### src/rvd_pkg.sv
// Shared types, constants and constant tables of the radial vertex dent block.
// Used by every module under src; depends on nothing.
package rvd_pkg;

  localparam int unsigned COUNT_BITS = 24;
  localparam int unsigned TOTAL_W    = 24;
  localparam int unsigned CFG_IDX_W  = 3;
  localparam int unsigned CFG_DATA_W = 48;
  localparam int unsigned EXP_STEPS  = 16;
  localparam int unsigned LOG_STEPS  = 16;

  typedef enum logic [CFG_IDX_W-1:0] {
    CFG_POINT_X,
    CFG_POINT_Y,
    CFG_POINT_Z,
    CFG_NORMAL,
    CFG_RADIUS,
    CFG_DEPTH,
    CFG_FALLOFF
  } cfg_idx_e;

  typedef enum logic [1:0] {
    NRM_IDLE,
    NRM_ROOT,
    NRM_DIV
  } nrm_state_e;

  // Sideband that travels with a vertex through every stage.
  typedef struct packed {
    logic [2:0][31:0] v;
    logic [2:0][15:0] u;
    logic             hit;
    logic             last;
    logic [30:0]      max_depth;
    logic [15:0]      fexp;
  } side_t;

  // Status of the normal unit toward the top level.
  typedef struct packed {
    logic             busy;
    logic             nonzero;
    logic [2:0][15:0] u;
  } nrm_t;

  typedef logic [29:0] expc_t [EXP_STEPS];

  function automatic logic [63:0] isqrt64(logic [63:0] v);
    logic [63:0] r;
    logic [63:0] bitv;
    logic [63:0] x;
    r    = '0;
    x    = v;
    bitv = 64'h4000_0000_0000_0000;
    while (bitv > x) bitv = bitv >> 2;
    while (bitv != 0) begin
      if (x >= r + bitv) begin
        x = x - (r + bitv);
        r = (r >> 1) + bitv;
      end else begin
        r = r >> 1;
      end
      bitv = bitv >> 2;
    end
    return r;
  endfunction

  // Roots of one half: c(i) = 2^30 * 2^(-2^-(i+1)), rounded down step by step.
  function automatic expc_t build_expc();
    expc_t       t;
    logic [63:0] c;
    c = 64'd1 << 29;
    for (int i = 0; i < EXP_STEPS; i++) begin
      c    = isqrt64(c << 30);
      t[i] = c[29:0];
    end
    return t;
  endfunction

  localparam expc_t EXP_C = build_expc();

endpackage

### src/rvd_normal_unit.sv
// Normal unit: turns the packed impact normal into a Q1.14 unit vector.
// Square root and three restoring dividers, one bit per cycle; uses rvd_pkg.
module rvd_normal_unit (
  input  logic                            clk_i,
  input  logic                            rst_ni,
  input  logic                            start_i,
  input  logic [rvd_pkg::CFG_DATA_W-1:0]  npk_i,
  output rvd_pkg::nrm_t                   nrm_o
);
  import rvd_pkg::*;

  localparam logic [4:0] ROOT_LAST = 5'd15;
  localparam logic [4:0] DIV_LAST  = 5'd30;

  nrm_state_e       state_q, state_d;
  logic [4:0]       cnt_q, cnt_d;
  logic [2:0][15:0] a_q, a_d;
  logic [2:0]       neg_q, neg_d;
  logic [31:0]      s_q, s_d;
  logic             nz_q, nz_d;
  logic [18:0]      rem_q, rem_d;
  logic [15:0]      root_q, root_d;
  logic [2:0][30:0] num_q, num_d;
  logic [2:0][15:0] dr_q, dr_d;
  logic [2:0][14:0] dq_q, dq_d;
  logic [2:0][15:0] u_q, u_d;

  always_comb begin
    logic [15:0] n;
    logic [31:0] s;
    logic [18:0] rs;
    logic [18:0] trial;
    logic [16:0] ds;
    logic        ge;
    state_d = state_q;
    cnt_d   = cnt_q;
    a_d     = a_q;
    neg_d   = neg_q;
    s_d     = s_q;
    nz_d    = nz_q;
    rem_d   = rem_q;
    root_d  = root_q;
    num_d   = num_q;
    dr_d    = dr_q;
    dq_d    = dq_q;
    u_d     = u_q;
    if (start_i) begin
      s = '0;
      for (int k = 0; k < 3; k++) begin
        n        = npk_i[16*k +: 16];
        neg_d[k] = n[15];
        a_d[k]   = n[15] ? 16'(16'd0 - n) : n;
        s        = s + 32'(a_d[k]) * 32'(a_d[k]);
      end
      s_d     = s;
      nz_d    = (s != '0);
      rem_d   = '0;
      root_d  = '0;
      cnt_d   = '0;
      state_d = NRM_ROOT;
    end else begin
      case (state_q)
        NRM_IDLE: begin
        end
        NRM_ROOT: begin
          rs    = {rem_q[16:0], s_q[31:30]};
          trial = {1'b0, root_q, 2'b01};
          ge    = (rs >= trial);
          rem_d  = ge ? rs - trial : rs;
          root_d = {root_q[14:0], ge};
          s_d    = {s_q[29:0], 2'b00};
          cnt_d  = cnt_q + 5'd1;
          if (cnt_q == ROOT_LAST) begin
            for (int k = 0; k < 3; k++) begin
              num_d[k] = 31'({a_q[k], 14'd0}) + 31'(root_d[15:1]);
            end
            dr_d    = '0;
            dq_d    = '0;
            cnt_d   = '0;
            state_d = NRM_DIV;
          end
        end
        NRM_DIV: begin
          for (int k = 0; k < 3; k++) begin
            ds       = {dr_q[k], num_q[k][30]};
            ge       = (ds >= {1'b0, root_q});
            dr_d[k]  = ge ? 16'(ds - {1'b0, root_q}) : ds[15:0];
            dq_d[k]  = {dq_q[k][13:0], ge};
            num_d[k] = {num_q[k][29:0], 1'b0};
          end
          cnt_d = cnt_q + 5'd1;
          if (cnt_q == DIV_LAST) begin
            for (int k = 0; k < 3; k++) begin
              if (!nz_q) begin
                u_d[k] = '0;
              end else if (neg_q[k]) begin
                u_d[k] = 16'd0 - {1'b0, dq_d[k]};
              end else begin
                u_d[k] = {1'b0, dq_d[k]};
              end
            end
            state_d = NRM_IDLE;
          end
        end
        default: state_d = NRM_IDLE;
      endcase
    end
  end

  always_ff @(posedge clk_i or negedge rst_ni) begin
    if (!rst_ni) begin
      state_q <= NRM_IDLE;
      cnt_q   <= '0;
      nz_q    <= 1'b0;
      u_q     <= '0;
    end else begin
      state_q <= state_d;
      cnt_q   <= cnt_d;
      nz_q    <= nz_d;
      u_q     <= u_d;
    end
  end

  always_ff @(posedge clk_i) begin
    a_q    <= a_d;
    neg_q  <= neg_d;
    s_q    <= s_d;
    rem_q  <= rem_d;
    root_q <= root_d;
    num_q  <= num_d;
    dr_q   <= dr_d;
    dq_q   <= dq_d;
  end

  assign nrm_o.busy    = (state_q != NRM_IDLE);
  assign nrm_o.nonzero = nz_q;
  assign nrm_o.u       = u_q;

endmodule

### config.mk
export PLATFORM = sky130hd
export DESIGN_NAME = rvd_normal_unit
export DESIGN_NICKNAME = d
export VERILOG_FILES = /design/src/rvd_pkg.sv /design/src/rvd_normal_unit.sv
export SDC_FILE = /design/constraint.sdc
export NUM_CORES = 2
export LEC_CHECK = 0
export BUFFER_PORTS_ARGS = -buffer_cell sky130_fd_sc_hd__buf_2
export CELL_PAD_IN_SITES_DETAIL_PLACEMENT = 2
export CELL_PAD_IN_SITES_GLOBAL_PLACEMENT = 2
export CORE_MARGIN = 8
export CORE_UTILIZATION = 43
export DETAILED_ROUTE_END_ITERATION = 16
export GPL_TIMING_DRIVEN = 0
export MAX_ROUTING_LAYER = met4
export PLACE_DENSITY_LB_ADDON = 0.1
export RECOVER_POWER = 100
export SLEW_MARGIN = 30
export SYNTH_ARGS = -nofsm -noshare
export SYNTH_HDL_FRONTEND = slang
export SYNTH_SLANG_ARGS = --single-unit
### constraint.sdc
create_clock -name clk_i -period 17.9 [get_ports clk_i]
set_input_delay 3.58 -clock clk_i [delete_from_list [all_inputs] [get_ports clk_i]]
set_output_delay 3.58 -clock clk_i [all_outputs]
set_load 0.005 [all_outputs]
Word level (Yosys, flattened, before mapping)
Cells that the tools add are included.
{ "word_totals": {"reg_bits": 355, "input_bits": 51, "out_inout_bits": 50, "word_cells": 91} }
{ "classes": {"add_sub_neg": 16, "n_mul": 3, "n_lt_le_gt_ge": 4, "n_eq_ne": 8, "mux": 28, "bitwise_logic": 1, "n_reduce_logical": 9} }
{ "ops": {"columns": ["op", "n"], "rows": [
  ["two-way mux 16 bit", 12],
  ["case mux 93 bit (2 select lines)", 1],
  ["multiplier 16 x 16 -> 32 bit", 3],
  ["case mux 48 bit (2 select lines)", 1],
  ["adder 30 x 15 -> 31 bit", 3],
  ["two-way mux 93 bit", 1],
  ["case mux 44 bit (2 select lines)", 1],
  ["adder 32 bit", 2],
  ["two-way mux 32 bit", 2],
  ["greater-or-equal comparator 17 x 16 -> 1 bit", 3],
  ["two-way mux 48 bit", 1],
  ["subtractor 1 x 15 -> 16 bit, first input constant", 3],
  ["subtractor 1 x 16 -> 16 bit, first input constant", 3],
  ["subtractor 16 bit", 3],
  ["two-way mux 44 bit", 1],
  ["nonzero test 32 bit", 1],
  ["greater-or-equal comparator 19 x 18 -> 1 bit", 1],
  ["two-way mux 17 bit", 1],
  ["subtractor 17 bit", 1],
  ["two-way mux 5 bit", 2],
  ["case mux 5 bit (2 select lines)", 1],
  ["AND reduction 3 bit", 3],
  ["two-way mux 2 bit", 3],
  ["inequality test 3 bit, second input constant", 2],
  ["11 further kinds", 14]
]} }

Logic depth before layout (Yosys ltp)
{ "depth": {"word_depth": 6, "ltp_mapped": 42} }

Least setup slack after synthesis
Ideal clock, no wire load.
{ "synth_path": {"path_kind": "input-to-reg", "from": "in start_i", "to": "reg dq_q[0] (netlist bit) (enable)", "setup_time_ns": 0.904, "arrival_time_ns": 15.567, "required_time_ns": 16.996, "path_slack_ns": 1.429, "stages": 4, "cell_sequence": "clkbuf_1 > nand2b_1 > clkbuf_1 > o32ai_1"} }
{ "synth_between": {"elab_chain_cells": 2} }
{ "synth_lines": {"columns": ["element", "line", "rtl"], "rows": [
  ["start, declared", "rvd_normal_unit.sv:6", "input logic start_i,"],
  ["inverter 1 bit (no source line)", null, null],
  ["AND reduction 3 bit (no source line)", null, null],
  ["end signal, assigned", "rvd_normal_unit.sv:132", "dq_q <= dq_d;"],
  ["end, declared", "rvd_normal_unit.sv:25", "logic [2:0][14:0] dq_q, dq_d;"]
]} }
Every way passes these cells.
A chain may end at the register's enable or synchronous reset.

Worst setup path in the final report
{ "layout_path": {"from": "in npk_i[32] (netlist bit)", "to": "reg nz_q"} }
{ "layout_between": {"elab_chain_cells": 5} }
{ "layout_lines": {"columns": ["element", "line", "rtl"], "rows": [
  ["start, declared", "rvd_normal_unit.sv:7", "input logic [rvd_pkg::CFG_DATA_W-1:0] npk_i,"],
  ["subtractor 1 x 16 -> 16 bit", "rvd_normal_unit.sv:52", "a_d[k] = n[15] ? 16'(16'd0 - n) : n;"],
  ["two-way mux 16 bit (*)", "rvd_normal_unit.sv:52", null],
  ["multiplier 16 x 16 -> 32 bit (*)", "rvd_normal_unit.sv:53", "s = s + 32'(a_d[k]) * 32'(a_d[k]);"],
  ["adder 32 bit (*)", "rvd_normal_unit.sv:53", null],
  ["nonzero test 32 bit (*)", "rvd_normal_unit.sv:56", "nz_d = (s != '0);"],
  ["end signal, assigned", "rvd_normal_unit.sv:119", "nz_q <= nz_d;"],
  ["end, declared", "rvd_normal_unit.sv:20", "logic nz_q, nz_d;"]
]} }
Mark *: on every way between the ends. The rest lies on a longest branch, timed or not.

==> flow_summary.toml <==
[outcome]
status = "finished, violations left"
violations = "capacitance limit, slew limit"

[routing]
dr_wl_met3_mm = 3.08
finalWirelength_mm = 133
wire_per_inst_um = 24.2
drtIter0Drc = 1210
top_layer = "met4"
antenna_left = 0
dr.pass1.iters = 5
vias = 29500
via_per_inst = 5.36
drcViolationCount = 0
met1_length_mm = 49.3
wl_met2_mm = 73.5

[cells_and_area]
nNetsFinal = 5283
drive_gt1_share_pct = 3.78
syn2layout_area_growth_pct = 8.87

[logic_synthesis]
synth-edff-count = 238
synthFlopType = "edfxtp_1"
syn_area_per_cell_sq_um = 9.67
synth_top_cells_by_area = "fa_1, edfxtp_1, ha_1"
synth_cells = 4092
synthArstFlopShare_pct = 17.1
synth-seq-area-share_pct = 23.3
synth-seq-cells = 327
synth_commonest_cells = "inv_1, fa_1, nand2_1, ha_1, nor2_1"
synth_top_area_cell = "fa_1"
syn_area_sq_mm = 0.0396
yosysTopAreaCellShare_pct = 31.0
synthDistinctLibCells = 85
ys_warn_count = 0
synth_most_common_cell = "inv_1"

[worst_setup_path]
path_class = "in2reg"
slowest_stage = "xnor2_1"
critical-path-top-delay-family = "adder cells"
cp.arrival_ns = 16.27
critPathMaxStageDelay_ns = 1.34
required_ns = 18.26
end_kind = "flop"
setup.worst_path.start_class = "input pin"
crit_fanout = 11
path_common_cell = "fa_1"
crit_buf_inv = 8

[timing]
setup_viol = 0
relSlewSlack_pct = -88.3
post-route-period-util_pct = 88.9
finClkSkew_ns = 0.0257
post-route-min-period_ns = 15.91
hold_viol_final = 0
fmax_ghz = 0.0628
setup_tns_ns = 0
drv_slew = 180
tightest_slew_ns = 2.82
rsz0062_at_grt = "false"

[floorplan]
die_h_um = 319
start_util_pct = 43.3
fp.dieW_um = 319
io_pins = 101
coreArea_sq_mm = 0.0914
std_cell_rows = 111
die-area_sq_mm = 0.102

[clock_tree]
htree_levels = 2
cts-hold-fix-buffers = 0
cts_tree = "yes"
cts_buffer_depth = 3
numCtsBuffers = 39
cts_resized = 0
clk_latency_ns = 0.56
cts.clk_slew.worst_paths_ns = 0.06
post-cts-setup-buffers = 0
cts_sinks = 327
cts_root_buf = "clkbuf_16"

[global_routing]
grt_pass1_vias = 35200
grt_start_max_net_pins = 53
gr-total-overflow = 0
antenna_found_initial = 3
track_usage_pct = 27.0
grt_pass1_wl_mm = 206

[min_path]
hold_class = "reg2reg"

[placement]
post-dp-hpwl_mm = 113
portBuffers = 100
place.gp.congestion = 0.871

[run]
drv_cap = 6
==> worst paths after layout <==
| path | from | endpoint | slack, ns | cells after the start |
|---|---|---|---|---|
| min reg2reg | rem_q[16] | rem_q[16] | 0.48 | 2 |
| max in group asynchronous | rst_ni | nrm_o[13] | 11.60 | 2 |
| min in group asynchronous | rst_ni | nrm_o[32] | 3.16 | 1 |
| max reg2reg | state_q[0] | dq_q[22] | 11.34 | 10 |
| max | npk_i[32] | nz_q | 1.99 | 35 |
| min | rem_q[16] | rem_q[16] | 0.48 | 2 |
==> final cells by class <==
class | instances | area (sq um)
clock inverter | 20 | 274
tap | 1186 | 1480
timing repair buffer | 117 | 522
multi-input combinational | 2755 | 26500
antenna | 1 | 2.50
inverter | 938 | 3520
fill | 9940 | 48300
buffer | 107 | 414
sequential | 327 | 9210
clock buffer | 52 | 1120
==> cell usage in the layout (no fill, tap or decap), drive strengths merged, types with 32 or more instances in the layout <==
master,Yosys,final
a21o,34,34
a21oi,102,102
and2,44,44
buf,12,54
clkbuf,95,222
conb,2,37
dfrtp,56,56
dfxtp,33,33
edfxtp,238,238
fa,613,613
ha,334,334
inv,925,927
nand2,418,418
nand3,52,52
nor2,315,315
nor3,40,40
o21ai,168,168
o31ai,32,32
xnor2,106,106
xor2,105,105
==> per-stage QoR <==
stage          util [%]  instance area [sq um]  instances  setup WS (ns)  hold slack [ns]
3_5_place_dp       46.0                  42100       5430           2.20            0.466
2_1_floorplan         -                  39700       4127           1.43            0.426
5_1_grt            47.1                  43100       5502           1.37            0.511
4_1_cts            47.5                  43400       5502           2.77            0.478
3_3_place_gp       45.6                  41700       5413          -5.13            0.453
6_report           47.1                  43100       5503           1.99            0.477
==> registers in the layout, summed over array words and instances, names as in the netlist <==
| name | flops |
|---|---|
| dq_q | 42 |
| dr_q | 48 |
| state_q | 2 |
| a_q | 48 |
| nz_q | 1 |
| root_q | 16 |
| rem_q | 17 |
| s_q | 32 |
| cnt_q | 5 |
| neg_q | 3 |
| nrm_o | 48 |
| num_q | 65 |
==> worst register-to-register path, stage by stage, from the launching register on <==
cell and delay, ns:
dfrtp_1 0.32, clkbuf_1 0.34, nor2b_1 0.37, nand2b_1 0.10
clkbuf_1 0.21, o32ai_1 1.72, clkbuf_1 0.47, clkbuf_1 0.63
clkbuf_1 0.66, clkbuf_1 0.68, clkbuf_1 0.68
==> metal layers <==
metal | track usage [%] | vias up
met5 | - | -
met4 | 12.9 | 0
met2 | 50.6 | 539
met3 | 2.03 | 264
li1 | - | 13200
met1 | 28.7 | 15500
==> cells by family (layout without fill, tap and decap cells) <==
logic type,Yosys count,count (layout),synth area share [%]
muxes,45,45,1.21
AOI/OAI and AO/OA,476,476,7.53
adders and majority gates,947,947,41.6
xor gates and xnor gates,211,211,4.69
other,2,38,0.0190
buffers and inverters,1045,1234,9.95
DFF,327,327,23.3
and+or+nand+nor,1039,1039,11.8
Power is not shown: default switching activity piles up to over one toggle a cycle in this logic, so the estimate is an artifact.
